`src/rtl/ssu_pkg.sv`:
```
// Shared types, constants and helpers for the submatrix search unit.
// Used by ssu_ctrl, ssu_dp and submatrix_search_unit; no dependencies.
package ssu_pkg;

  localparam int MAX_ROWS = 8;
  localparam int MAX_COLS = 8;
  localparam int ROW_W    = $clog2(MAX_ROWS);
  localparam int COL_W    = $clog2(MAX_COLS);
  localparam int ADDR_W   = ROW_W + COL_W;
  localparam int DEPTH    = MAX_ROWS * MAX_COLS;
  localparam int DIM_W    = 4;
  localparam int CNT_W    = 7;
  localparam int VAL_W    = 32;
  localparam int CFG_IDX_W = 2;

  localparam logic [DIM_W-1:0] DimMaxRows = DIM_W'(MAX_ROWS);
  localparam logic [DIM_W-1:0] DimMaxCols = DIM_W'(MAX_COLS);

  // Input beat kinds (tuser)
  typedef enum logic [1:0] {
    CMD_LOAD_HAY = 2'd0,
    CMD_LOAD_PAT = 2'd1,
    CMD_SEARCH   = 2'd2
  } op_e;

  // Configuration register indexes
  typedef enum logic [CFG_IDX_W-1:0] {
    CFG_HAY_ROWS = 2'd0,
    CFG_HAY_COLS = 2'd1,
    CFG_PAT_ROWS = 2'd2,
    CFG_PAT_COLS = 2'd3
  } cfg_idx_e;

  typedef enum logic [1:0] {
    ST_IDLE,
    ST_READ,
    ST_CMP,
    ST_DONE
  } state_e;

  // Controller to datapath commands
  typedef struct packed {
    logic accept;      // input beat taken this cycle
    logic rd_en;       // read both stores at current element
    logic elem_next;   // step to next pattern element
    logic pos_next;    // step to next candidate position
    logic match;       // current position matched
    logic emit_final;  // send closing result
  } ctrl_cmd_t;

  // Datapath to controller status
  typedef struct packed {
    logic is_search;
    logic fits;
    logic eq;
    logic elem_last;
    logic pos_last;
    logic pending_v;
    logic out_free;
  } dp_status_t;

  // Zero reads as one, anything above the maximum reads as the maximum
  function automatic logic [DIM_W-1:0] clamp_dim(input logic [DIM_W-1:0] v,
                                                 input logic [DIM_W-1:0] maxv);
    logic [DIM_W-1:0] r;
    if (v == '0) begin
      r = DIM_W'(1);
    end else if (v > maxv) begin
      r = maxv;
    end else begin
      r = v;
    end
    return r;
  endfunction

  function automatic logic [ADDR_W-1:0] mem_addr(input logic [ROW_W-1:0] r,
                                                 input logic [COL_W-1:0] c);
    return ADDR_W'(r * MAX_COLS + c);
  endfunction

endpackage

```
`src/rtl/ssu_ctrl.sv`:
```
// Sequencing state machine for the submatrix search unit.
// Depends on ssu_pkg; drives ssu_dp through ctrl_cmd_t.
module ssu_ctrl import ssu_pkg::*; (
  input  logic       clk_i,
  input  logic       rst_ni,
  input  logic       in_valid_i,
  output logic       in_ready_o,
  input  dp_status_t status_i,
  output ctrl_cmd_t  cmd_o
);

  state_e state_q, state_d;

  // State register
  always_ff @(posedge clk_i or negedge rst_ni) begin
    if (!rst_ni) begin
      state_q <= ST_IDLE;
    end else begin
      state_q <= state_d;
    end
  end

  // Next state and commands
  always_comb begin
    state_d    = state_q;
    cmd_o      = '0;
    in_ready_o = 1'b0;
    case (state_q)
      ST_IDLE: begin
        in_ready_o   = 1'b1;
        cmd_o.accept = in_valid_i;
        if (in_valid_i && status_i.is_search) begin
          state_d = status_i.fits ? ST_READ : ST_DONE;
        end
      end
      ST_READ: begin
        cmd_o.rd_en = 1'b1;
        state_d     = ST_CMP;
      end
      ST_CMP: begin
        if (!status_i.eq) begin
          cmd_o.pos_next = 1'b1;
          state_d        = status_i.pos_last ? ST_DONE : ST_READ;
        end else if (!status_i.elem_last) begin
          cmd_o.elem_next = 1'b1;
          state_d         = ST_READ;
        end else if (!status_i.pending_v || status_i.out_free) begin
          // older match goes out, this one becomes the held result
          cmd_o.match    = 1'b1;
          cmd_o.pos_next = 1'b1;
          state_d        = status_i.pos_last ? ST_DONE : ST_READ;
        end
      end
      ST_DONE: begin
        if (status_i.out_free) begin
          cmd_o.emit_final = 1'b1;
          state_d          = ST_IDLE;
        end
      end
      default: begin
        state_d = ST_IDLE;
      end
    endcase
  end

endmodule

```
`src/rtl/ssu_dp.sv`:
```
// Datapath of the submatrix search unit: config registers, element stores,
// scan counters, comparator, held match and output register. Uses ssu_pkg.
module ssu_dp import ssu_pkg::*; (
  input  logic                 clk_i,
  input  logic                 rst_ni,
  input  logic                 cfg_we_i,
  input  logic [CFG_IDX_W-1:0] cfg_idx_i,
  input  logic [DIM_W-1:0]     cfg_data_i,
  input  logic [1:0]           in_cmd_i,
  input  logic [ROW_W-1:0]     in_row_i,
  input  logic [COL_W-1:0]     in_col_i,
  input  logic [VAL_W-1:0]     in_value_i,
  input  ctrl_cmd_t            cmd_i,
  output dp_status_t           status_o,
  output logic                 out_valid_o,
  input  logic                 out_ready_i,
  output logic                 out_found_o,
  output logic [ROW_W-1:0]     out_row_o,
  output logic [COL_W-1:0]     out_col_o,
  output logic [CNT_W-1:0]     out_count_o,
  output logic                 out_last_o
);

  logic [DIM_W-1:0] hay_rows_q, hay_cols_q, pat_rows_q, pat_cols_q;
  logic [DIM_W-1:0] hr, hc, pr, pc;

  // Configuration registers
  always_ff @(posedge clk_i or negedge rst_ni) begin
    if (!rst_ni) begin
      hay_rows_q <= DIM_W'(8);
      hay_cols_q <= DIM_W'(8);
      pat_rows_q <= DIM_W'(1);
      pat_cols_q <= DIM_W'(1);
    end else if (cfg_we_i) begin
      case (cfg_idx_i)
        CFG_HAY_ROWS: hay_rows_q <= cfg_data_i;
        CFG_HAY_COLS: hay_cols_q <= cfg_data_i;
        CFG_PAT_ROWS: pat_rows_q <= cfg_data_i;
        CFG_PAT_COLS: pat_cols_q <= cfg_data_i;
        default: ;
      endcase
    end
  end

  assign hr = clamp_dim(hay_rows_q, DimMaxRows);
  assign hc = clamp_dim(hay_cols_q, DimMaxCols);
  assign pr = clamp_dim(pat_rows_q, DimMaxRows);
  assign pc = clamp_dim(pat_cols_q, DimMaxCols);

  // Scan counters: position (i, j) and pattern element (a, b)
  logic [ROW_W-1:0] i_q, a_q;
  logic [COL_W-1:0] j_q, b_q;
  logic             start;
  logic             elem_last, pos_last, row_end;

  assign start     = cmd_i.accept && (in_cmd_i == CMD_SEARCH);
  assign elem_last = (DIM_W'(a_q) + DIM_W'(1) == pr) && (DIM_W'(b_q) + DIM_W'(1) == pc);
  assign row_end   = (DIM_W'(j_q) + pc == hc);
  assign pos_last  = (DIM_W'(i_q) + pr == hr) && row_end;

  always_ff @(posedge clk_i or negedge rst_ni) begin
    if (!rst_ni) begin
      i_q <= '0;
      j_q <= '0;
      a_q <= '0;
      b_q <= '0;
    end else if (start) begin
      i_q <= '0;
      j_q <= '0;
      a_q <= '0;
      b_q <= '0;
    end else if (cmd_i.pos_next) begin
      a_q <= '0;
      b_q <= '0;
      if (row_end) begin
        j_q <= '0;
        i_q <= i_q + ROW_W'(1);
      end else begin
        j_q <= j_q + COL_W'(1);
      end
    end else if (cmd_i.elem_next) begin
      if (DIM_W'(b_q) + DIM_W'(1) == pc) begin
        b_q <= '0;
        a_q <= a_q + ROW_W'(1);
      end else begin
        b_q <= b_q + COL_W'(1);
      end
    end
  end

  // Element stores, one write and one registered read each
  logic [VAL_W-1:0]  hay_mem [DEPTH];
  logic [VAL_W-1:0]  pat_mem [DEPTH];
  logic [VAL_W-1:0]  hay_rd_q, pat_rd_q;
  logic [ADDR_W-1:0] wr_addr, hay_rd_addr, pat_rd_addr;

  assign wr_addr     = mem_addr(in_row_i, in_col_i);
  assign hay_rd_addr = mem_addr(i_q + a_q, j_q + b_q);
  assign pat_rd_addr = mem_addr(a_q, b_q);

  always_ff @(posedge clk_i) begin
    if (cmd_i.accept && (in_cmd_i == CMD_LOAD_HAY)) begin
      hay_mem[wr_addr] <= in_value_i;
    end
    if (cmd_i.rd_en) begin
      hay_rd_q <= hay_mem[hay_rd_addr];
    end
  end

  always_ff @(posedge clk_i) begin
    if (cmd_i.accept && (in_cmd_i == CMD_LOAD_PAT)) begin
      pat_mem[wr_addr] <= in_value_i;
    end
    if (cmd_i.rd_en) begin
      pat_rd_q <= pat_mem[pat_rd_addr];
    end
  end

  // Held match: sent once the next match or the end of the scan is known
  logic             pend_v_q;
  logic [ROW_W-1:0] pend_row_q;
  logic [COL_W-1:0] pend_col_q;
  logic [CNT_W-1:0] pend_cnt_q;

  always_ff @(posedge clk_i or negedge rst_ni) begin
    if (!rst_ni) begin
      pend_v_q <= 1'b0;
    end else if (start) begin
      pend_v_q <= 1'b0;
    end else if (cmd_i.match) begin
      pend_v_q <= 1'b1;
    end
  end

  always_ff @(posedge clk_i) begin
    if (start) begin
      pend_cnt_q <= '0;
    end else if (cmd_i.match) begin
      pend_row_q <= i_q;
      pend_col_q <= j_q;
      pend_cnt_q <= pend_cnt_q + CNT_W'(1);
    end
  end

  // Output register
  logic             out_valid_q, out_found_q, out_last_q;
  logic [ROW_W-1:0] out_row_q;
  logic [COL_W-1:0] out_col_q;
  logic [CNT_W-1:0] out_cnt_q;
  logic             out_free, emit_mid;

  assign out_free = !out_valid_q || out_ready_i;
  assign emit_mid = cmd_i.match && pend_v_q;

  always_ff @(posedge clk_i or negedge rst_ni) begin
    if (!rst_ni) begin
      out_valid_q <= 1'b0;
    end else if (emit_mid || cmd_i.emit_final) begin
      out_valid_q <= 1'b1;
    end else if (out_ready_i) begin
      out_valid_q <= 1'b0;
    end
  end

  always_ff @(posedge clk_i) begin
    if (emit_mid || cmd_i.emit_final) begin
      out_found_q <= pend_v_q;
      out_row_q   <= pend_v_q ? pend_row_q : '0;
      out_col_q   <= pend_v_q ? pend_col_q : '0;
      out_cnt_q   <= pend_v_q ? pend_cnt_q : '0;
      out_last_q  <= cmd_i.emit_final;
    end
  end

  assign out_valid_o = out_valid_q;
  assign out_found_o = out_found_q;
  assign out_row_o   = out_row_q;
  assign out_col_o   = out_col_q;
  assign out_count_o = out_cnt_q;
  assign out_last_o  = out_last_q;

  // Status to controller
  assign status_o.is_search = (in_cmd_i == CMD_SEARCH);
  assign status_o.fits      = (pr <= hr) && (pc <= hc);
  assign status_o.eq        = (hay_rd_q == pat_rd_q);
  assign status_o.elem_last = elem_last;
  assign status_o.pos_last  = pos_last;
  assign status_o.pending_v = pend_v_q;
  assign status_o.out_free  = out_free;

endmodule

```
`src/rtl/submatrix_search_unit.sv`:
```
// Top level of the submatrix search unit: stream ports, config port,
// controller (ssu_ctrl) and datapath (ssu_dp). Uses ssu_pkg.

// Load beats (tuser 0: haystack element, 1: pattern element) write one 32-bit
// element at (row, col); kind 3 is dropped. A search beat scans every
// top-left position where the pattern fits, in row-major order, and sends one
// result per exact match with its position and running count; the final
// result carries tlast and the total, or found=0 with zero fields when nothing
// matches. Each compared element takes a store read, then a compare, because
// each store has a single registered read port, and a position stops at its
// first mismatch; a search is also held while the result side stalls. A match
// is sent only when the next match or the end of the scan is reached. No new
// beat is taken until the last result of a search has been loaded into the
// output register. Dimension registers (0: hay_rows, 1: hay_cols, 2: pat_rows,
// 3: pat_cols) read 0 as 1 and values above 8 as 8; write them only while the
// unit is idle.
module submatrix_search_unit import ssu_pkg::*; (
  input  logic                 clk_i,
  input  logic                 rst_ni,
  // configuration write port
  input  logic                 cfg_we_i,
  input  logic [CFG_IDX_W-1:0] cfg_idx_i,
  input  logic [DIM_W-1:0]     cfg_data_i,
  // input stream
  input  logic                 s_axis_tvalid,
  output logic                 s_axis_tready,
  input  logic [39:0]          s_axis_tdata,  // row[2:0], col[5:3], value[37:6], zero pad
  input  logic [1:0]           s_axis_tuser,  // cmd[1:0]
  // result stream
  output logic                 m_axis_tvalid,
  input  logic                 m_axis_tready,
  output logic [15:0]          m_axis_tdata,  // match_row[2:0], match_col[5:3],
                                              // match_count[12:6], zero pad
  output logic                 m_axis_tuser,  // found
  output logic                 m_axis_tlast
);

  ctrl_cmd_t        cmd;
  dp_status_t       status;
  logic [ROW_W-1:0] out_row;
  logic [COL_W-1:0] out_col;
  logic [CNT_W-1:0] out_cnt;

  ssu_ctrl u_ctrl (
    .clk_i      (clk_i),
    .rst_ni     (rst_ni),
    .in_valid_i (s_axis_tvalid),
    .in_ready_o (s_axis_tready),
    .status_i   (status),
    .cmd_o      (cmd)
  );

  ssu_dp u_dp (
    .clk_i       (clk_i),
    .rst_ni      (rst_ni),
    .cfg_we_i    (cfg_we_i),
    .cfg_idx_i   (cfg_idx_i),
    .cfg_data_i  (cfg_data_i),
    .in_cmd_i    (s_axis_tuser),
    .in_row_i    (s_axis_tdata[2:0]),
    .in_col_i    (s_axis_tdata[5:3]),
    .in_value_i  (s_axis_tdata[37:6]),
    .cmd_i       (cmd),
    .status_o    (status),
    .out_valid_o (m_axis_tvalid),
    .out_ready_i (m_axis_tready),
    .out_found_o (m_axis_tuser),
    .out_row_o   (out_row),
    .out_col_o   (out_col),
    .out_count_o (out_cnt),
    .out_last_o  (m_axis_tlast)
  );

  assign m_axis_tdata = {3'b000, out_cnt, out_col, out_row};

  // A not-found result is always the closing one and carries zero fields
  a_notfound_last: assert property (@(posedge clk_i) disable iff (!rst_ni)
    (m_axis_tvalid && !m_axis_tuser) |-> (m_axis_tlast && (m_axis_tdata == '0)))
    else $error("not-found result without tlast or with nonzero fields");

  // A match result always counts at least itself and never more than all positions
  a_match_count: assert property (@(posedge clk_i) disable iff (!rst_ni)
    (m_axis_tvalid && m_axis_tuser) |->
      ((m_axis_tdata[12:6] != 7'd0) && (m_axis_tdata[12:6] <= 7'd64)))
    else $error("match count out of range");

  // Input is taken only while no search is in progress
  a_ready_idle: assert property (@(posedge clk_i) disable iff (!rst_ni)
    (cmd.rd_en || cmd.match || cmd.pos_next) |-> !s_axis_tready)
    else $error("input ready during a search");

endmodule

```
`config.mk`:
```
export PLATFORM = sky130hd
export DESIGN_NAME = submatrix_search_unit
export DESIGN_NICKNAME = d
export VERILOG_FILES = /design/src/rtl/ssu_pkg.sv /design/src/rtl/ssu_ctrl.sv /design/src/rtl/ssu_dp.sv /design/src/rtl/submatrix_search_unit.sv
export SDC_FILE = /design/constraint.sdc
export NUM_CORES = 2
export LEC_CHECK = 0
export BUFFER_PORTS_ARGS = -buffer_cell sky130_fd_sc_hd__clkbuf_2
export CORE_AREA = 10 10 538 540
export CTS_BUF_LIST = sky130_fd_sc_hd__clkbuf_2 sky130_fd_sc_hd__clkbuf_4 sky130_fd_sc_hd__clkbuf_8
export CTS_CLUSTER_DIAMETER = 120
export DETAILED_ROUTE_END_ITERATION = 10
export DIE_AREA = 0 0 548 550
export HOLD_SLACK_MARGIN = 0.05
export PLACE_DENSITY = 0.75
export SETUP_SLACK_MARGIN = 0.5
export SLEW_MARGIN = 20
export SYNTH_ARGS = -nofsm -noshare
export SYNTH_HDL_FRONTEND = slang
export SYNTH_SLANG_ARGS = --single-unit
```
`constraint.sdc`:
```
create_clock -name clk_i -period 4.7 [get_ports clk_i]
set_input_delay 0.705 -clock clk_i [delete_from_list [all_inputs] [get_ports clk_i]]
set_output_delay 0.705 -clock clk_i [all_outputs]
set_load 0.01 [all_outputs]
```
After elaboration in Yosys (flattened, before gate mapping)
Memory sizes are Yosys's and may differ from the RTL's. A register that Yosys moved wholly into a read port is not among the register bits.
Index checks and enable logic that the tools add are counted.
W data, S select, Z words.
Storage, ports and cells
  register bits after elaboration: 60
  memory bits (writable): 4096
  word-level logic and storage cells: 142
  memories: 2
Cells by class
  add/sub/neg operators: 14
  order comparisons: 6
  equality and inequality tests: 16
  mux-type cells: 50
  bitwise gates (word level): 1
  reduce and logical (&&, ||, !) cells: 34
Memories
  u_dp.hay_mem: depth 64, width 32, read ports 1, clocked after Yosys merged registers in 1, write ports 1, line ssu_dp.sv:92  | logic [VAL_W-1:0] hay_mem [DEPTH];
  u_dp.pat_mem: depth 64, width 32, read ports 1, clocked after Yosys merged registers in 1, write ports 1, line ssu_dp.sv:93  | logic [VAL_W-1:0] pat_mem [DEPTH];
Operators with widths (count)
  $mux W3: 15
  $eq A32 B32 Y1: 1
  $mux W4: 8
  $add A6 B3 Y6: 3
  $mux W2: 9
  $mux W1: 17
  $eq A4 B4 Y1: 4
  $gt A4 B4 Y1 const B: 4
  $logic_not A4 Y1: 4
  $reduce_and A2 Y1: 7
  $add A3 B1 Y3 const B: 4
  $eq A2 B2 Y1 const B: 5
  $add A3 B1 Y4 const B: 2
  $add A3 B4 Y4: 2
  $le A4 B4 Y1: 2
  $logic_and A1 B1 Y1: 8
  $pmux W2 S4: 1
  $reduce_bool A2 Y1: 4
  $add A7 B1 Y7 const B: 1
  $add A3 B3 Y3: 2
  $eq A2 B1 Y1 const B: 3
  $logic_not A2 Y1: 3
  $reduce_bool A3 Y1: 2
  $ne A2 B1 Y1 const B: 2
  5 further kinds: 8

Depth between registers and ports, before layout
  word-level depth: 11
  mapped depth: 15
  mapped depth without buffers: 12

By module
A second synthesis with hierarchy kept.
Unflattened totals
  cells, all modules: 7039
  area total of the unflattened synthesis: 161552.4 µm²
By module, submodules not included
  ssu_dp: times used 1, cells an instance 7009, area each 161292.2 µm², sequential area each 126446.3 µm²
  ssu_ctrl: times used 1, cells an instance 26, area each 234.0 µm², sequential area each 50.0 µm²
  submatrix_search_unit: times used 1, cells an instance 4, area each 26.3 µm², sequential area each 0.0 µm²

Worst setup path before layout
OpenSTA, ideal clock, no wires.
  path type: flip-flop to flip-flop
  start point: register u_ctrl.state_q[0]
  end point: register u_dp.hay_rd_q[0] (read register of u_dp.hay_mem) (enable)
  library setup time: 0.493 ns
  arrival time: 3.714 ns
  required time: 4.207 ns
  slack: 0.493 ns
  stages on the path, launching flop included: 4
  buffers on the path: 2
  cells stage by stage: dfrtp_1 > clkbuf_1 > clkbuf_1 > nor2b_1
On the way
  cells in the longest elaborated chain, start to end: 2
RTL lines
  start: declaration: line ssu_ctrl.sv:12  | state_e state_q, state_d;
  start signal: assignment: line ssu_ctrl.sv:19  | state_q <= state_d;
  $eq A2 B1 Y1: line ssu_ctrl.sv:28  | case (state_q)
  $mux W1: line ssu_ctrl.sv:28
  end: declaration: line ssu_dp.sv:94  | logic [VAL_W-1:0] hay_rd_q, pat_rd_q;
No other way between the ends.
A chain may end at the register's enable or synchronous reset.

Final worst setup path
  start point: register u_dp.i_q[0]
  end point: register u_dp.hay_rd_q[15] (read register of u_dp.hay_mem), data pin
On the way
  cells in the longest elaborated chain, start to end: 2
RTL lines
  start: declaration: line ssu_dp.sv:51  | logic [ROW_W-1:0] i_q, a_q;
  start signal: assignment: line ssu_dp.sv:77  | i_q <= i_q + ROW_W'(1);
  $add A3 B3 Y3: line ssu_dp.sv:98  | assign hay_rd_addr = mem_addr(i_q + a_q, j_q + b_q);
  $add A6 B3 Y6: line ssu_pkg.sv:78  | return ADDR_W'(r * MAX_COLS + c);
No other way between the ends.

==> tab_implementation.tex <==
\begin{tabular}{lr}
\hline
Metric & Value \\
\hline
\multicolumn{2}{l}{\textbf{Cells and area}} \\
\quad Layout overhead on the synthesized area & 12.9\% \\
\quad \# fillers & about 18000 \\
\quad Layout cell share with drive strength beyond 1 & around a quarter \\
\quad Net count of the finished layout & 9516 \\
\quad Design area & 185000 µm² \\
\multicolumn{2}{l}{\textbf{Route}} \\
\quad Routed Antenna Nets & 0 \\
\quad Drt first-iter violations & 14800 \\
\quad Final routed wirelength across all metal layers & 448 mm \\
\quad Routed len/inst & 32.9 µm \\
\quad \# DRC & 3 \\
\quad Vias after detailed routing & about 92000 \\
\quad Average via count per standard cell & 6.72 \\
\quad First-pass iteration count of the detailed router & 11 \\
\multicolumn{2}{l}{\textbf{Worst setup path}} \\
\quad Type of the setup path with the least slack & reg -> reg \\
\quad Critical Path Sink Type & flop \\
\quad Largest fanout of any net on the critical path & 7 \\
\quad Levels on crit path & 10 \\
\quad Series of cell instances along the critical path & ha\_4, fa\_1, xnor3\_1, nor2\_1, buf\_4, nand2\_1, nor4\_1, nor4\_1, buf\_4, o221a\_2 \\
\quad Arrival time at the worst endpoint & between 5 and 6 ns \\
\quad Crit path buf inv count & 2 \\
\quad Cell with the biggest individual delay on the critical path & nor4\_1 \\
\quad Stage delay of the slowest cell on the critical path & 0.71 ns \\
\quad Count of cells along the worst register-to-register path & 10 \\
\quad CP delay by family, top & simple AND/OR/NAND/NOR gates \\
\quad Critical path startpoint & u\_dp.i\_q[0] \\
\quad Data required time at the worst endpoint & 5.51 ns \\
\quad Crit Reg-Reg Startpoint & u\_dp.i\_q[0] \\
\quad Kind of launch point of the worst setup path & flop \\
\multicolumn{2}{l}{\textbf{Timing}} \\
\quad Setup skew after layout & 0.0588 ns \\
\quad Setup violations, final & 0 \\
\quad Max Slew Vio Count & 0 \\
\quad Peak clock frequency supported by timing & 232 MHz \\
\quad Final hold slack & 0.100 ns \\
\quad Final total negative setup slack & 0 ns \\
\quad Setup repair after global routing missed its margin & true \\
\quad Fin crit period & 4.31 ns \\
\quad Hold violation total from the final report & 0 \\
\quad Worst Max-Slew Pin Slew & 1.14 ns \\
\quad Period utilisation layout & 91.7\% \\
\quad Normalized max-slew margin & 23.9\% \\
\multicolumn{2}{l}{\textbf{Die}} \\
\quad Num ports & 73 \\
\quad Initial cell density of the core & 58.7\% \\
\quad Die area & 301000 µm² \\
\quad Floorplan die width & 548 µm \\
\quad Number of rows in the core area & roughly 190 \\
\quad Std-Cell Core Area & 278000 µm² \\
\quad Floorplan die height & 550 µm \\
\multicolumn{2}{l}{\textbf{Run}} \\
\quad Max-cap violation count & 0 \\
\multicolumn{2}{l}{\textbf{Hold path}} \\
\quad Class of the tightest hold or removal check & in -> reg \\
\quad Number of stages on the worst hold path & 1 \\
\quad Startpoint of the worst hold path & s\_axis\_tdata[20] \\
\multicolumn{2}{l}{\textbf{Pwr}} \\
\quad Maximum VDD drop & between 0.0007 and 0.0008 V \\
\quad Static leakage & 58.9 nW \\
\quad Areal power density over the cells & approximately 640 nW/µm² \\
\multicolumn{2}{l}{\textbf{Clock network}} \\
\quad Count of clock tree sinks & 4220 \\
\quad Clock Tree Root & clkbuf\_8 \\
\quad Source-to-sink clock delay at the later pin of the worst-skew pair & 1.09 ns \\
\quad Clock tree from TritonCTS & yes \\
\quad Clk slew on worst S/H paths & about 0.06 ns \\
\quad Buffers from clock root to sink, at most & 4 \\
\quad Number of H-tree branching levels & 6 \\
\quad Number of buffers added by the clock tree synthesis step & 637 \\
\multicolumn{2}{l}{\textbf{Synthesis}} \\
\quad Synthesis-stage register bit count & about 4200 \\
\quad Count of synthesis-stage warnings from yosys & 0 \\
\quad Syn avg cell area & 18.7 µm² \\
\quad Number of flops mapped to enable cells by yosys & 4181 \\
\quad Number of distinct library cell variants in the gate-level netlist after synthesis & 84 \\
\quad Gate count of the mapped netlist & 8744 \\
\quad Most used flip-flop cell after synthesis & edfxtp\_1 \\
\quad Synth Cell Area & about 160000 µm² \\
\quad Async set-or-reset flop fraction in the synthesized netlist & less than 1\% \\
\quad Portion of the post-synthesis area used by sequential elements & between 70\% and 80\% \\
\multicolumn{2}{l}{\textbf{Run status}} \\
\quad Result of the run & finished, violations left \\
\quad Violated checks & DRC \\
\multicolumn{2}{l}{\textbf{Place}} \\
\quad Final weighted congestion in routability-driven placement & about 0.96 \\
\quad Post-detailed-placement cell area & 172000 µm² \\
\quad Post-DP HPWL & 254 mm \\
\quad Quantity of I/O buffers inserted on ports & 67 \\
\multicolumn{2}{l}{\textbf{Global routing}} \\
\quad Antenna violations before repair & 37 \\
\quad Vias in the first global route & approximately 90000 \\
\quad Largest net degree at the start of global routing & about 110 \\
\quad Total overflow reported by the global router & 0 \\
\quad Wire length of the first global-routing pass & between 600 and 700 mm \\
\quad GRT Total Usage & between 20\% and 30\% \\
\hline
\end{tabular}
[through the flow]
step / cells / power (mW) / setup WS [ns] / util, %
2_1_floorplan: 8746 / 69.8 / 1.16 / -
3_3_place_gp: 12500 / 87.6 / 0.148 / 61.9
5_1_grt: 13600 / 122 / 0.487 / 66.3
3_5_place_dp: 12500 / 88.4 / 0.155 / 61.9
6_report: 13600 / 118 / 0.392 / 66.3
4_1_cts: 13600 / 117 / 0.382 / 66.2
[where the power goes]
group	switching, mW	leakage (nW)	total [mW]	internal (mW)
Combinational	30.0	14.6	46.8	16.7
Clock	13.7	6.26	28.8	15.0
Sequential	0.631	38.0	42.9	42.2
Total	44.4	58.9	118	74.0
[worst reg2reg max path, stage by stage, from the launching register on]
cell	delay, ns
dfrtp_1	0.49
ha_4	0.21
fa_1	0.43
xnor3_1	0.52
nor2_1	0.59
buf_4	0.31
nand2_1	0.18
nor4_1	0.71
nor4_1	0.27
buf_4	0.21
o221a_2	0.12
[state kept, by name, summed over array words and instances, names as in the netlist]
| signal | flops |
|---|---|
| u_dp.out_found_o | 1 |
| u_dp.j_q | 3 |
| u_dp.hay_mem | 2048 |
| u_dp.hay_rd_q | 32 |
| u_dp.pend_cnt_q | 7 |
| u_dp.out_count_o | 7 |
| u_dp.out_valid_o | 1 |
| u_dp.b_q | 3 |
| u_dp.hay_rows_q | 4 |
| u_ctrl.state_q | 2 |
| u_dp.pat_rd_q | 32 |
| u_dp.pat_mem | 2048 |
| u_dp.hay_cols_q | 4 |
| u_dp.pat_rows_q | 4 |
| u_dp.pend_v_q | 1 |
| u_dp.a_q | 3 |
| u_dp.i_q | 3 |
| u_dp.out_last_o | 1 |
| u_dp.out_row_o | 3 |
| u_dp.pat_cols_q | 4 |
| u_dp.pend_row_q | 3 |
| u_dp.pend_col_q | 3 |
| u_dp.out_col_o | 3 |
[cells in the mapped netlist (14+ instances only)]
cell,instances,area share [%]
a211oi_1,59,0.27
a21oi_1,406,1.2
a221o_1,25,0.15
a221oi_1,33,0.18
a22oi_1,38,0.17
a311oi_1,24,0.13
a31oi_1,88,0.34
a32oi_1,17,0.091
and2_1,21,0.080
and3_1,36,0.14
buf_1,42,0.096
buf_2,152,0.47
buf_4,31,0.14
buf_6,17,0.12
clkbuf_1,290,0.67
dfrtp_1,28,0.43
edfxtp_1,4181,77
ha_1,20,0.15
inv_1,14,0.032
mux2_2,42,0.29
mux2i_1,381,2.3
mux4_2,655,9.0
nand2_1,988,2.3
nand3_1,125,0.38
nand4_1,25,0.096
nor2_1,200,0.46
nor2b_1,32,0.12
nor3_1,53,0.16
nor4_1,123,0.47
o2111ai_1,16,0.086
o21ai_0,105,0.32
o221ai_1,25,0.13
o22ai_1,189,0.72
o32ai_1,14,0.075
or3_1,15,0.057
xor2_1,41,0.22
[cell families after synthesis]
kind of cell | after synthesis | synth area share (%)
DFF | 4220 | 77.3
and+or+nand+nor | 1665 | 4.45
AOI/OAI and AO/OA | 1154 | 4.52
muxes | 1078 | 11.6
buffers and inverters | 549 | 1.53
xor gates and xnor gates | 54 | 0.334
adders and majority gates | 23 | 0.184
other | 1 | 0.00229
[cell usage in the layout (no fill, tap or decap), types with 17 or more instances in the layout]
cell,n
edfxtp_1,4181
nand2_1,985
mux4_2,655
clkbuf_8,649
buf_4,435
a21oi_1,405
mux2i_1,381
clkbuf_4,211
o22ai_1,189
clkinv_1,138
nor2_4,132
nand3_1,124
nor4_1,116
o21ai_0,104
buf_12,96
a31oi_1,88
nor2_1,67
a211oi_1,57
nor3_1,53
mux2_2,42
xor2_1,40
clkinv_2,39
a22oi_1,38
and3_1,36
clkbuf_2,35
a221oi_1,33
nor2b_1,29
nand4_1,25
a221o_1,25
o221ai_1,25
dfrtp_1,24
a311oi_1,23
and2_1,20
ha_1,18
clkinvlp_4,18
inv_6,17
[layout make-up]
cell class | instances | area (µm²) | share of cell area, %
flip-flops and latches | 4220 | 127000 | 68.5
multi-input cells | 3977 | 35800 | 19.4
clock buffers | 860 | 10500 | 5.70
repair buffers | 588 | 5680 | 3.08
well taps | 3724 | 4660 | 2.52
clock inverters | 226 | 1360 | 0.737
inverters | 17 | 72.6 | 0.0393
diodes | 16 | 40.0 | 0.0217
[worst paths after layout]
check | end | slack [ns]
worst max register to register | u_dp.hay_rd_q[15] | 0.39
worst max-delay path | u_dp.hay_rd_q[15] | 0.39
worst min-delay path | u_dp.hay_mem[47][14] | 0.1
min in group asynchronous | u_dp.j_q[0] | 0.28
worst min register to register | u_dp.hay_rows_q[0] | 0.52
max in group asynchronous | u_dp.b_q[2] | 3.79
[what timing repair did]
item,in CTS,in global routing
gates resized for setup,6,20
hold buffers,10,0
hold endpoints to repair,49,0
gates cloned,0,1
pin swaps,2,1
setup endpoints to repair,42,39
setup buffers,5,3
[per-layer routing]
layer	GRT usage, %	wire length [µm]	vias up
met3	7.43	59100	1169
met5	0	171	-
li1	-	-	36900
met4	14.9	26600	10
met2	45.4	210000	6873
met1	38.4	153000	46500
No activity file was read; power rests on OpenSTA's default activity.
